[src/dltq_pkg.sv]
// ----------------------------------------------------------------------------
// dltq_pkg
// Shared constants, codes and controller/datapath interface types for the
// delta-list timer queues.
// ----------------------------------------------------------------------------
package dltq_pkg;

    localparam int DEF_MAX_QUEUES      = 8;
    localparam int DEF_SLOTS_PER_QUEUE = 8;
    localparam int DEF_EVENT_COUNT     = 64;

    localparam int QIU_W     = 4;
    localparam int QIU_RESET = 5;
    localparam int TIME_W    = 32;
    localparam int EVT_W     = 6;
    localparam int FUNC_W    = 2;
    localparam int KIND_W    = 3;
    localparam int ENTRY_W   = EVT_W + TIME_W + 2;
    localparam int S_DATA_W  = 40;
    localparam int M_DATA_W  = 40;

    // operations
    localparam logic [FUNC_W-1:0] FUNC_ADD    = 2'd0;
    localparam logic [FUNC_W-1:0] FUNC_FIND   = 2'd1;
    localparam logic [FUNC_W-1:0] FUNC_EXPIRE = 2'd2;

    // result kinds
    localparam logic [KIND_W-1:0] KIND_ADDED   = 3'd0;
    localparam logic [KIND_W-1:0] KIND_ARMED   = 3'd1;
    localparam logic [KIND_W-1:0] KIND_FULL    = 3'd2;
    localparam logic [KIND_W-1:0] KIND_NEXT    = 3'd3;
    localparam logic [KIND_W-1:0] KIND_EXPIRED = 3'd4;
    localparam logic [KIND_W-1:0] KIND_NONE    = 3'd5;

    // controller states, also the datapath operation code
    localparam int ST_W = 4;
    localparam logic [ST_W-1:0] ST_IDLE     = 4'd0;
    localparam logic [ST_W-1:0] ST_DECODE   = 4'd1;
    localparam logic [ST_W-1:0] ST_ADD_RD   = 4'd2;
    localparam logic [ST_W-1:0] ST_ADD_CHK  = 4'd3;
    localparam logic [ST_W-1:0] ST_SH_RD    = 4'd4;
    localparam logic [ST_W-1:0] ST_SH_WR    = 4'd5;
    localparam logic [ST_W-1:0] ST_INS      = 4'd6;
    localparam logic [ST_W-1:0] ST_FIND_RD  = 4'd7;
    localparam logic [ST_W-1:0] ST_FIND_CHK = 4'd8;
    localparam logic [ST_W-1:0] ST_EXP_Q    = 4'd9;
    localparam logic [ST_W-1:0] ST_EXP_CHK  = 4'd10;
    localparam logic [ST_W-1:0] ST_EXP_SH   = 4'd11;
    localparam logic [ST_W-1:0] ST_EXP_SHW  = 4'd12;
    localparam logic [ST_W-1:0] ST_EXP_DEC  = 4'd13;
    localparam logic [ST_W-1:0] ST_EMIT     = 4'd14;

    typedef struct packed {
        logic [ST_W-1:0]   op;
        logic              load;
        logic              emit;
        logic [KIND_W-1:0] kind;
        logic              last;
    } cmd_t;

    typedef struct packed {
        logic [FUNC_W-1:0] func;
        logic              armed_hit;
        logic              full;
        logic              fill_zero;
        logic              walk_go;
        logic              walk_more;
        logic              idx_gt_pos;
        logic              idx_lt_fill;
        logic              q_end;
        logic              exp_pop;
        logic              have_held;
        logic              out_free;
    } status_t;

endpackage

[src/dltq_ram.sv]
// ----------------------------------------------------------------------------
// dltq_ram
// Generic simple dual-port RAM, one write and one registered read port.
// ----------------------------------------------------------------------------
module dltq_ram #(
    parameter int WIDTH = 8,
    parameter int DEPTH = 16
) (
    input  logic                     clk,
    input  logic                     we,
    input  logic [$clog2(DEPTH)-1:0] waddr,
    input  logic [WIDTH-1:0]         wdata,
    input  logic                     re,
    input  logic [$clog2(DEPTH)-1:0] raddr,
    output logic [WIDTH-1:0]         rdata
);

    logic [WIDTH-1:0] mem [DEPTH];
    logic [WIDTH-1:0] rdata_reg;

    always_ff @(posedge clk)
    begin
        if (we)
        begin
            mem[waddr] <= wdata;
        end
        if (re)
        begin
            rdata_reg <= mem[raddr];
        end
    end

    assign rdata = rdata_reg;

endmodule

[src/dltq_ctrl.sv]
// ----------------------------------------------------------------------------
// dltq_ctrl
// Sequencer for add, find and expire; drives datapath commands.
// ----------------------------------------------------------------------------
module dltq_ctrl (
    input  logic              clk,
    input  logic              rst_n,
    input  logic              s_tvalid,
    output logic              s_tready,
    input  dltq_pkg::status_t st,
    output dltq_pkg::cmd_t    cmd
);

    logic [dltq_pkg::ST_W-1:0]   state_reg, state_next;
    logic [dltq_pkg::KIND_W-1:0] kind_reg, kind_next;

    always_ff @(posedge clk or negedge rst_n)
    begin
        if (!rst_n)
        begin
            state_reg <= dltq_pkg::ST_IDLE;
            kind_reg  <= dltq_pkg::KIND_ADDED;
        end
        else
        begin
            state_reg <= state_next;
            kind_reg  <= kind_next;
        end
    end

    assign s_tready = (state_reg == dltq_pkg::ST_IDLE);

    always_comb
    begin
        state_next = state_reg;
        kind_next  = kind_reg;
        cmd.op     = state_reg;
        cmd.load   = 1'b0;
        cmd.emit   = 1'b0;
        cmd.kind   = kind_reg;
        cmd.last   = 1'b1;
        unique case (state_reg)
            dltq_pkg::ST_IDLE:
            begin
                if (s_tvalid)
                begin
                    cmd.load   = 1'b1;
                    state_next = dltq_pkg::ST_DECODE;
                end
            end
            dltq_pkg::ST_DECODE:
            begin
                case (st.func)
                    dltq_pkg::FUNC_ADD:
                    begin
                        if (st.armed_hit)
                        begin
                            kind_next  = dltq_pkg::KIND_ARMED;
                            state_next = dltq_pkg::ST_EMIT;
                        end
                        else if (st.full)
                        begin
                            kind_next  = dltq_pkg::KIND_FULL;
                            state_next = dltq_pkg::ST_EMIT;
                        end
                        else if (st.fill_zero)
                        begin
                            state_next = dltq_pkg::ST_INS;
                        end
                        else
                        begin
                            state_next = dltq_pkg::ST_ADD_RD;
                        end
                    end
                    dltq_pkg::FUNC_FIND:   state_next = dltq_pkg::ST_FIND_RD;
                    dltq_pkg::FUNC_EXPIRE: state_next = dltq_pkg::ST_EXP_Q;
                    default:               state_next = dltq_pkg::ST_IDLE;
                endcase
            end
            dltq_pkg::ST_ADD_RD:  state_next = dltq_pkg::ST_ADD_CHK;
            dltq_pkg::ST_ADD_CHK:
            begin
                if (st.walk_go && st.walk_more)
                begin
                    state_next = dltq_pkg::ST_ADD_RD;
                end
                else
                begin
                    state_next = dltq_pkg::ST_SH_RD;
                end
            end
            dltq_pkg::ST_SH_RD:
            begin
                state_next = st.idx_gt_pos ? dltq_pkg::ST_SH_WR : dltq_pkg::ST_INS;
            end
            dltq_pkg::ST_SH_WR:   state_next = dltq_pkg::ST_SH_RD;
            dltq_pkg::ST_INS:
            begin
                kind_next  = dltq_pkg::KIND_ADDED;
                state_next = dltq_pkg::ST_EMIT;
            end
            dltq_pkg::ST_FIND_RD:
            begin
                if (st.q_end)
                begin
                    kind_next  = dltq_pkg::KIND_NEXT;
                    state_next = dltq_pkg::ST_EMIT;
                end
                else if (!st.fill_zero)
                begin
                    state_next = dltq_pkg::ST_FIND_CHK;
                end
            end
            dltq_pkg::ST_FIND_CHK: state_next = dltq_pkg::ST_FIND_RD;
            dltq_pkg::ST_EXP_Q:
            begin
                if (st.q_end)
                begin
                    kind_next  = st.have_held ? dltq_pkg::KIND_EXPIRED
                                              : dltq_pkg::KIND_NONE;
                    state_next = dltq_pkg::ST_EMIT;
                end
                else if (!st.fill_zero)
                begin
                    state_next = dltq_pkg::ST_EXP_CHK;
                end
            end
            dltq_pkg::ST_EXP_CHK:
            begin
                if (!st.exp_pop)
                begin
                    state_next = dltq_pkg::ST_EXP_Q;
                end
                else if (!st.have_held || st.out_free)
                begin
                    // previous pop goes out now, it is not the final one
                    cmd.emit   = st.have_held;
                    cmd.kind   = dltq_pkg::KIND_EXPIRED;
                    cmd.last   = 1'b0;
                    state_next = dltq_pkg::ST_EXP_SH;
                end
            end
            dltq_pkg::ST_EXP_SH:
            begin
                state_next = st.idx_lt_fill ? dltq_pkg::ST_EXP_SHW : dltq_pkg::ST_EXP_DEC;
            end
            dltq_pkg::ST_EXP_SHW: state_next = dltq_pkg::ST_EXP_SH;
            dltq_pkg::ST_EXP_DEC: state_next = dltq_pkg::ST_EXP_Q;
            dltq_pkg::ST_EMIT:
            begin
                if (st.out_free)
                begin
                    cmd.emit   = 1'b1;
                    state_next = dltq_pkg::ST_IDLE;
                end
            end
            default: state_next = dltq_pkg::ST_IDLE;
        endcase
    end

endmodule

[src/dltq_dp.sv]
// ----------------------------------------------------------------------------
// dltq_dp
// Datapath: item registers, queue fill counts, armed map, slot RAM access,
// walk and expire arithmetic, output register.
// ----------------------------------------------------------------------------
module dltq_dp #(
    parameter int MAX_QUEUES      = dltq_pkg::DEF_MAX_QUEUES,
    parameter int SLOTS_PER_QUEUE = dltq_pkg::DEF_SLOTS_PER_QUEUE,
    parameter int EVENT_COUNT     = dltq_pkg::DEF_EVENT_COUNT
) (
    input  logic                          clk,
    input  logic                          rst_n,
    input  logic                          cfg_wr_en,
    input  logic [dltq_pkg::QIU_W-1:0]    cfg_wr_data,
    input  logic [dltq_pkg::S_DATA_W-1:0] s_tdata,
    input  logic [dltq_pkg::FUNC_W-1:0]   s_tuser,
    output logic                          m_tvalid,
    input  logic                          m_tready,
    output logic [dltq_pkg::M_DATA_W-1:0] m_tdata,
    output logic [dltq_pkg::KIND_W-1:0]   m_tuser,
    output logic                          m_tlast,
    input  dltq_pkg::cmd_t                cmd,
    output dltq_pkg::status_t             st
);

    localparam int QW    = $clog2(MAX_QUEUES + 1);
    localparam int QIW   = (MAX_QUEUES > 1) ? $clog2(MAX_QUEUES) : 1;
    localparam int FW    = $clog2(SLOTS_PER_QUEUE + 1);
    localparam int DEPTH = MAX_QUEUES * SLOTS_PER_QUEUE;
    localparam int AW    = $clog2(DEPTH);
    localparam int EW    = $clog2(EVENT_COUNT);
    localparam int TW    = dltq_pkg::TIME_W;
    localparam int VW    = dltq_pkg::EVT_W;

    function automatic logic [VW-1:0] ev_wrap(input logic [VW-1:0] e);
        logic [8:0] r;
        r = 9'(e);
        for (int i = 0; i < 8; i++)
        begin
            if (r >= 9'(EVENT_COUNT))
            begin
                r = r - 9'(EVENT_COUNT);
            end
        end
        return VW'(r);
    endfunction

    logic [dltq_pkg::QIU_W-1:0]  qiu_reg;
    logic [QIW-1:0]              cur_reg;
    logic [FW-1:0]               fill_reg [MAX_QUEUES];
    logic [EVENT_COUNT-1:0]      armed_reg;
    logic [dltq_pkg::FUNC_W-1:0] func_reg;
    logic [VW-1:0]               ev_reg;
    logic [TW-1:0]               time_reg;
    logic                        dly_reg, rdy_reg;
    logic [QW-1:0]               q_reg;
    logic [FW-1:0]               pos_reg, idx_reg;
    logic [TW-1:0]               t_reg, rem_reg, best_reg;
    logic                        any_reg;
    logic [VW-1:0]               held_ev_reg;
    logic                        held_fired_reg, held_tmo_reg, have_held_reg;
    logic                        out_valid_reg, out_fired_reg, out_tmo_reg, out_last_reg;
    logic [dltq_pkg::KIND_W-1:0] out_kind_reg;
    logic [VW-1:0]               out_ev_reg;
    logic [TW-1:0]               out_next_reg;

    logic [QW-1:0]                 nq, add_q, q_inc;
    logic [QIW-1:0]                qi;
    logic [FW-1:0]                 fill_q;
    logic                          re, we;
    logic [AW-1:0]                 raddr, waddr;
    logic [dltq_pkg::ENTRY_W-1:0]  wdata, rdata;
    logic [FW-1:0]                 rd_slot, wr_slot;
    logic [VW-1:0]                 rd_ev, in_ev;
    logic [TW-1:0]                 rd_delta, in_time;
    logic                          rd_dly, rd_rdy, out_free;

    assign in_ev   = s_tdata[VW-1:0];
    assign in_time = s_tdata[VW+TW-1:VW];

    always_comb
    begin
        if (qiu_reg == '0)
        begin
            nq = QW'(1);
        end
        else if (int'(qiu_reg) > MAX_QUEUES)
        begin
            nq = QW'(MAX_QUEUES);
        end
        else
        begin
            nq = QW'(qiu_reg);
        end
    end

    assign add_q  = (QW'(cur_reg) < nq) ? QW'(cur_reg) : '0;
    assign qi     = q_reg[QIW-1:0];
    assign fill_q = fill_reg[qi];
    assign q_inc  = q_reg + QW'(1);

    assign rd_ev    = rdata[VW-1:0];
    assign rd_delta = rdata[VW+TW-1:VW];
    assign rd_dly   = rdata[VW+TW];
    assign rd_rdy   = rdata[VW+TW+1];

    assign out_free = !out_valid_reg || m_tready;

    assign st.func        = func_reg;
    assign st.armed_hit   = armed_reg[EW'(ev_reg)];
    assign st.full        = (int'(fill_q) >= SLOTS_PER_QUEUE);
    assign st.fill_zero   = (fill_q == '0);
    assign st.walk_go     = (t_reg > rd_delta);
    assign st.walk_more   = ((FW + 1)'(pos_reg) + (FW + 1)'(1)) < (FW + 1)'(fill_q);
    assign st.idx_gt_pos  = (idx_reg > pos_reg);
    assign st.idx_lt_fill = (idx_reg < fill_q);
    assign st.q_end       = (q_reg >= nq);
    assign st.exp_pop     = (rd_delta <= rem_reg);
    assign st.have_held   = have_held_reg;
    assign st.out_free    = out_free;

    // slot RAM port control
    always_comb
    begin
        re      = 1'b0;
        we      = 1'b0;
        rd_slot = '0;
        wr_slot = '0;
        wdata   = rdata;
        case (cmd.op)
            dltq_pkg::ST_ADD_RD:
            begin
                re      = 1'b1;
                rd_slot = pos_reg;
            end
            dltq_pkg::ST_SH_RD:
            begin
                re      = st.idx_gt_pos;
                rd_slot = idx_reg - FW'(1);
            end
            dltq_pkg::ST_SH_WR:
            begin
                we      = 1'b1;
                wr_slot = idx_reg;
                // the entry moving off the insert point is the successor
                if (idx_reg - FW'(1) == pos_reg)
                begin
                    wdata = {rd_rdy, rd_dly, rd_delta - t_reg, rd_ev};
                end
            end
            dltq_pkg::ST_INS:
            begin
                we      = 1'b1;
                wr_slot = pos_reg;
                wdata   = {rdy_reg, dly_reg, t_reg, ev_reg};
            end
            dltq_pkg::ST_FIND_RD, dltq_pkg::ST_EXP_Q:
            begin
                re = !st.q_end && !st.fill_zero;
            end
            dltq_pkg::ST_EXP_CHK:
            begin
                we    = !st.exp_pop;
                wdata = {rd_rdy, rd_dly, rd_delta - rem_reg, rd_ev};
            end
            dltq_pkg::ST_EXP_SH:
            begin
                re      = st.idx_lt_fill;
                rd_slot = idx_reg;
            end
            dltq_pkg::ST_EXP_SHW:
            begin
                we      = 1'b1;
                wr_slot = idx_reg - FW'(1);
            end
            default:
            begin
                re = 1'b0;
            end
        endcase
    end

    assign raddr = AW'(AW'(qi) * SLOTS_PER_QUEUE) + AW'(rd_slot);
    assign waddr = AW'(AW'(qi) * SLOTS_PER_QUEUE) + AW'(wr_slot);

    dltq_ram #(
        .WIDTH (dltq_pkg::ENTRY_W),
        .DEPTH (DEPTH)
    ) u_slots (
        .clk   (clk),
        .we    (we),
        .waddr (waddr),
        .wdata (wdata),
        .re    (re),
        .raddr (raddr),
        .rdata (rdata)
    );

    // control state
    always_ff @(posedge clk or negedge rst_n)
    begin
        if (!rst_n)
        begin
            qiu_reg       <= dltq_pkg::QIU_W'(dltq_pkg::QIU_RESET);
            cur_reg       <= '0;
            armed_reg     <= '0;
            have_held_reg <= 1'b0;
            out_valid_reg <= 1'b0;
            for (int i = 0; i < MAX_QUEUES; i++)
            begin
                fill_reg[i] <= '0;
            end
        end
        else
        begin
            if (cfg_wr_en)
            begin
                qiu_reg <= cfg_wr_data;
            end
            if (cmd.emit)
            begin
                out_valid_reg <= 1'b1;
            end
            else if (m_tready)
            begin
                out_valid_reg <= 1'b0;
            end
            case (cmd.op)
                dltq_pkg::ST_INS:
                begin
                    fill_reg[qi]              <= fill_q + FW'(1);
                    armed_reg[EW'(ev_reg)]    <= 1'b1;
                    cur_reg <= (q_inc >= nq) ? '0 : QIW'(q_inc);
                end
                dltq_pkg::ST_EXP_CHK:
                begin
                    if (st.exp_pop && (!have_held_reg || out_free))
                    begin
                        have_held_reg          <= 1'b1;
                        armed_reg[EW'(rd_ev)]  <= 1'b0;
                    end
                end
                dltq_pkg::ST_EXP_DEC:
                begin
                    fill_reg[qi] <= fill_q - FW'(1);
                end
                default:
                begin
                    have_held_reg <= have_held_reg & ~cmd.load;
                end
            endcase
        end
    end

    // working registers
    always_ff @(posedge clk)
    begin
        if (cmd.load)
        begin
            func_reg <= s_tuser;
            ev_reg   <= ev_wrap(in_ev);
            time_reg <= in_time;
            dly_reg  <= s_tdata[VW+TW];
            rdy_reg  <= s_tdata[VW+TW+1];
            q_reg    <= (s_tuser == dltq_pkg::FUNC_ADD) ? add_q : '0;
            pos_reg  <= '0;
            t_reg    <= in_time;
            rem_reg  <= in_time;
            any_reg  <= 1'b0;
            best_reg <= '0;
        end
        case (cmd.op)
            dltq_pkg::ST_DECODE:
            begin
                idx_reg <= fill_q;
            end
            dltq_pkg::ST_ADD_CHK:
            begin
                idx_reg <= fill_q;
                if (st.walk_go)
                begin
                    t_reg   <= t_reg - rd_delta;
                    pos_reg <= pos_reg + FW'(1);
                end
            end
            dltq_pkg::ST_SH_WR:
            begin
                idx_reg <= idx_reg - FW'(1);
            end
            dltq_pkg::ST_FIND_RD:
            begin
                if (!st.q_end && st.fill_zero)
                begin
                    q_reg <= q_inc;
                end
            end
            dltq_pkg::ST_FIND_CHK:
            begin
                if (!any_reg || rd_delta < best_reg)
                begin
                    best_reg <= rd_delta;
                end
                any_reg <= 1'b1;
                q_reg   <= q_inc;
            end
            dltq_pkg::ST_EXP_Q:
            begin
                if (!st.q_end && st.fill_zero)
                begin
                    q_reg   <= q_inc;
                    rem_reg <= time_reg;
                end
            end
            dltq_pkg::ST_EXP_CHK:
            begin
                if (!st.exp_pop)
                begin
                    q_reg   <= q_inc;
                    rem_reg <= time_reg;
                end
                else if (!have_held_reg || out_free)
                begin
                    rem_reg        <= rem_reg - rd_delta;
                    held_ev_reg    <= rd_ev;
                    held_fired_reg <= rd_dly ? rd_rdy : 1'b1;
                    held_tmo_reg   <= !rd_dly;
                    idx_reg        <= FW'(1);
                end
            end
            dltq_pkg::ST_EXP_SHW:
            begin
                idx_reg <= idx_reg + FW'(1);
            end
            default:
            begin
                idx_reg <= idx_reg;
            end
        endcase
        if (cmd.emit)
        begin
            out_kind_reg <= cmd.kind;
            out_last_reg <= cmd.last;
            if (cmd.kind == dltq_pkg::KIND_EXPIRED)
            begin
                out_ev_reg    <= held_ev_reg;
                out_fired_reg <= held_fired_reg;
                out_tmo_reg   <= held_tmo_reg;
            end
            else
            begin
                out_ev_reg    <= '0;
                out_fired_reg <= 1'b0;
                out_tmo_reg   <= 1'b0;
            end
            out_next_reg <= (cmd.kind == dltq_pkg::KIND_NEXT) ? best_reg : '0;
        end
    end

    assign m_tvalid = out_valid_reg;
    assign m_tdata  = {out_next_reg, out_tmo_reg, out_fired_reg, out_ev_reg};
    assign m_tuser  = out_kind_reg;
    assign m_tlast  = out_last_reg;

endmodule

[src/delta_list_timer_queues_top.sv]
// ----------------------------------------------------------------------------
// delta_list_timer_queues_top
// Round-robin set of sorted delta-list timer queues with add, find, expire.
// ----------------------------------------------------------------------------
// One beat is taken at a time. All slots live in one RAM with a single read
// port and a registered read, and that port sets the timing: add walks the
// queue slot by slot to the insert point, then shifts the later slots up one
// by one; find reads the head of each non-empty queue in use and skips empty
// queues; expire visits each queue, pops entries from its head and shifts the
// rest down after each pop. Output stalls hold all three.
// Results leave through an output register, so a new beat is taken while the
// last result still waits on m_tready.
// ----------------------------------------------------------------------------
module delta_list_timer_queues_top #(
    parameter int MAX_QUEUES      = dltq_pkg::DEF_MAX_QUEUES,
    parameter int SLOTS_PER_QUEUE = dltq_pkg::DEF_SLOTS_PER_QUEUE,
    parameter int EVENT_COUNT     = dltq_pkg::DEF_EVENT_COUNT
) (
    input  logic                          clk,
    input  logic                          rst_n,
    input  logic                          cfg_wr_en,
    input  logic [dltq_pkg::QIU_W-1:0]    cfg_wr_data,  // queues_in_use
    input  logic                          s_tvalid,
    output logic                          s_tready,
    // event_id[5:0], time_value[37:6], delayed_flag[38], ready_flag[39]
    input  logic [dltq_pkg::S_DATA_W-1:0] s_tdata,
    input  logic [dltq_pkg::FUNC_W-1:0]   s_tuser,      // func[1:0]
    output logic                          m_tvalid,
    input  logic                          m_tready,
    // out_event[5:0], fired[6], timed_out[7], next_timeout[39:8]
    output logic [dltq_pkg::M_DATA_W-1:0] m_tdata,
    output logic [dltq_pkg::KIND_W-1:0]   m_tuser,      // kind[2:0]
    output logic                          m_tlast
);

    dltq_pkg::cmd_t    cmd;
    dltq_pkg::status_t st;

    dltq_ctrl u_ctrl (
        .clk      (clk),
        .rst_n    (rst_n),
        .s_tvalid (s_tvalid),
        .s_tready (s_tready),
        .st       (st),
        .cmd      (cmd)
    );

    dltq_dp #(
        .MAX_QUEUES      (MAX_QUEUES),
        .SLOTS_PER_QUEUE (SLOTS_PER_QUEUE),
        .EVENT_COUNT     (EVENT_COUNT)
    ) u_dp (
        .clk         (clk),
        .rst_n       (rst_n),
        .cfg_wr_en   (cfg_wr_en),
        .cfg_wr_data (cfg_wr_data),
        .s_tdata     (s_tdata),
        .s_tuser     (s_tuser),
        .m_tvalid    (m_tvalid),
        .m_tready    (m_tready),
        .m_tdata     (m_tdata),
        .m_tuser     (m_tuser),
        .m_tlast     (m_tlast),
        .cmd         (cmd),
        .st          (st)
    );

endmodule
[config.mk]
export PLATFORM = sky130hd
export DESIGN_NAME = delta_list_timer_queues_top
export DESIGN_NICKNAME = d
export VERILOG_FILES = /design/src/dltq_pkg.sv /design/src/dltq_ram.sv /design/src/dltq_ctrl.sv /design/src/dltq_dp.sv /design/src/delta_list_timer_queues_top.sv
export SDC_FILE = /design/constraint.sdc
export NUM_CORES = 2
export LEC_CHECK = 0
export ABC_AREA = 0
export BUFFER_PORTS_ARGS = -buffer_cell sky130_fd_sc_hd__buf_2
export CORE_MARGIN = 2
export CORE_UTILIZATION = 45
export DETAILED_ROUTE_END_ITERATION = 10
export PLACE_DENSITY = 0.72
export SYNTH_ARGS = -nofsm -noshare
export SYNTH_HDL_FRONTEND = slang
export SYNTH_HIERARCHICAL = 1
export SYNTH_SLANG_ARGS = --single-unit
[constraint.sdc]
create_clock -name clk -period 7.9 [get_ports clk]
set_input_delay 1.185 -clock clk [delete_from_list [all_inputs] [get_ports clk]]
set_output_delay 1.185 -clock clk [all_outputs]
set_load 0.01 [all_outputs]
==> flow_metrics.tcl <==
set metrics [dict create \
    rsz0062_at_grt "false" \
    pwr-share-clk 0.226 \
    drt-total-wl_um 317400 \
    hold_ws_ns 0.2950 \
    synth-seq-area-share 0.7103 \
    critical_path_class "reg -> reg" \
    power.share.switching 0.3842 \
    synth_warnings 6 \
    cts_root_buf "clkbuf_16" \
    p_leak_nw 43.00 \
    first_pass_iters 8 \
    clock-sinks 2915 \
    start_util 0.4519 \
    largest_reg_flops 2560 \
    cp.arrival_ns 7.08 \
    dieArea_mm2 0.2730 \
    h-tree-depth 5 \
    period_share 0.8243 \
    worstReg2RegStart "u_dp/u_slots/rdata[19]" \
    cts_buffers 304 \
    async_flop_share 0.03842 \
    skew_ns 0.1114 \
    fp.dieW_um 522.5 \
    grt_antenna_before_repair 14 \
    syn_to_final_growth_pct 12.43 \
    cellInternalPower_mw 37.45 \
    grt_start_max_net_pins 132 \
    r2r_slack_ns 1.39 \
    critPathCaptureType "register" \
    grt_pass1_vias 66420 \
    drive_gt1_frac 0.2132 \
    crit-reg2reg-capture "u_dp/u_slots/mem[46][18]" \
    path_max_fanout 24 \
    required_ns 8.47 \
    min_period_ns 6.512 \
    viasPerCell 6.251 \
    synth_ff_type "edfxtp_1" \
    synth-edff-count 2698 \
    die_h_um 522.5 \
    peakVddDrop_v 0.0003350 \
    finalSetupViolations 0 \
    clk_pin_slew_ns 0.06 \
    syn-num-nets 7063 \
    ys_seq_elements 2915 \
    cts_setup_buffers 0 \
    syn_area_per_cell_um2 17.74 \
    cts_tree "yes" \
    grt_usage 0.2301 \
    status "finished clean" \
    final_common_cell "edfxtp_1" \
    netSwitchingPower_mw 23.36 \
    grt_overflow 0 \
    drcViolationCount 0 \
    ctsHoldBuffers 0 \
    first_iter_violations 8917 \
    num_rows 190 \
    ff2ff_path_depth 15 \
    final_cell_mix "edfxtp_1 (2698), mux4_2 (609), clkbuf_16 (308)" \
    clock_latency_ns 0.96 \
    drtAntennaViolNets 0 \
    combPwrFrac 0.400 \
    drv_cap 0 \
    drv_slew 0 \
    ios 97 \
    min_path_type "in -> async" \
    post_cts_resized 0 \
    syn_area_mm2 0.1210 \
    core_mm2 0.2677 \
    relSlewSlack 0.1011 \
    clockBufferDepth 4 \
    power_density_mw_per_mm2 447.1 \
    final.setup.tns_ns 0 \
    port_buffers 96 \
    startpoint_type "register" \
    synth.distinct_cells 93 \
    vias 67460 \
    place_congestion 0.9071 \
    wire_per_inst_um 29.41 \
    seqPwrFrac 0.375 \
    grt_pass1_wl_um 462400 \
    post-dp-hpwl_um 199500 \
    fmax_mhz 153.6 \
    nets 7265 \
    worst_pin_slew_ns 1.348 \
    hold_viol 0 \
    synth_cells 6819 \
]
[cell usage after synthesis, drive strengths merged (152+ instances only)]
cell,instances,share of area
edfxtp,2698,0.67
mux4,609,0.11
o21ai,325,0.013
a21oi,272,0.012
nor2,240,0.0075
nand2,229,0.0072
buf,215,0.011
clkbuf,190,0.0060
ha,189,0.020
inv,179,0.0056
mux2i,166,0.014
o22ai,152,0.0079
[through the flow]
step,setup WS (ns),area [um2],total power [mW],util,std cells
2_1_floorplan,1.344,121000,37.80,-,6819
3_3_place_gp,1.697,126600,46.48,0.4731,10270
3_5_place_dp,1.615,126600,46.94,0.4731,10270
4_1_cts,1.527,136000,60.63,0.5081,10790
5_1_grt,1.151,136000,63.23,0.5081,10790
6_report,1.388,136000,60.81,0.5081,10790
[how the worst max path moves through the flow]
stage,from,end,cells past startpoint
final,u_dp/u_slots/rdata[19],u_dp/u_slots/mem[46][18],15
after global routing,u_dp/u_slots/rdata[19],u_dp/u_slots/mem[46][18],15
after CTS,u_dp/u_slots/rdata[19],u_dp/u_slots/mem[46][18],15
after detailed placement,u_dp/u_slots/rdata[19],u_dp/u_slots/mem[46][1],15
after global placement,u_dp/u_slots/rdata[19],u_dp/u_slots/mem[46][16],15
after floorplan,u_dp/u_slots/rdata[23],u_dp/u_slots/mem[32][0],15
[per-layer routing]
| metal | vias to the layer above | GRT usage | routed length [um] |
|---|---|---|---|
| met1 | 35050 | 0.3330 | 128500 |
| met5 | - | 0 | 13 |
| li1 | 28080 | - | - |
| met3 | 515 | 0.05217 | 34560 |
| met4 | 2 | 0.05731 | 7584 |
| met2 | 3813 | 0.3542 | 146700 |
[layout make-up]
cell class | instances | area [um2]
Clock buffer | 370 | 7960
Timing Repair Buffer | 301 | 2210
Multi-Input combinational cell | 3318 | 33380
Sequential cell | 2915 | 85920
Clock inverter | 152 | 1400
Antenna cell | 3 | 7.507
Tap cell | 3552 | 4444
Inverter | 181 | 679.4
Fill cell | 20990 | 131700
[cell families after synthesis]
logic type,synth area share
AND/OR/NAND/NOR,0.03463
buffers and inverters,0.02235
adder cells (fa/ha/maj),0.02021
AO/OA/AOI/OAI,0.07117
multiplexers,0.1322
XOR/XNOR,0.009122
flip-flops,0.7103
[worst max-delay path, cell delays in order (launching register included)]
cell and delay, ns:
edfxtp_1 0.62, ha_1 0.61, nand4_1 0.23, nor4_1 0.45, o21ai_0 0.15, o211ai_1 0.36
o31ai_2 0.18, buf_4 0.25, nor3_1 0.17, o21a_1 0.14, o21bai_1 0.07, nand2_1 0.34
nor2b_1 0.45, nand3_1 0.72, nor2_4 0.97, buf_4 0.40
[power groups by stage]
stage / registers [mW] / clock network (mW) / logic (mW)
after floorplan: 23.1 / 0 / 14.7
after detailed placement: 23.1 / 0 / 23.9
final: 22.8 / 13.7 / 24.3
after CTS: 22.8 / 13.9 / 24.0
after global routing: 22.9 / 14.5 / 25.9
after global placement: 23.0 / 0 / 23.5
(Power assumes the default switching activity.)
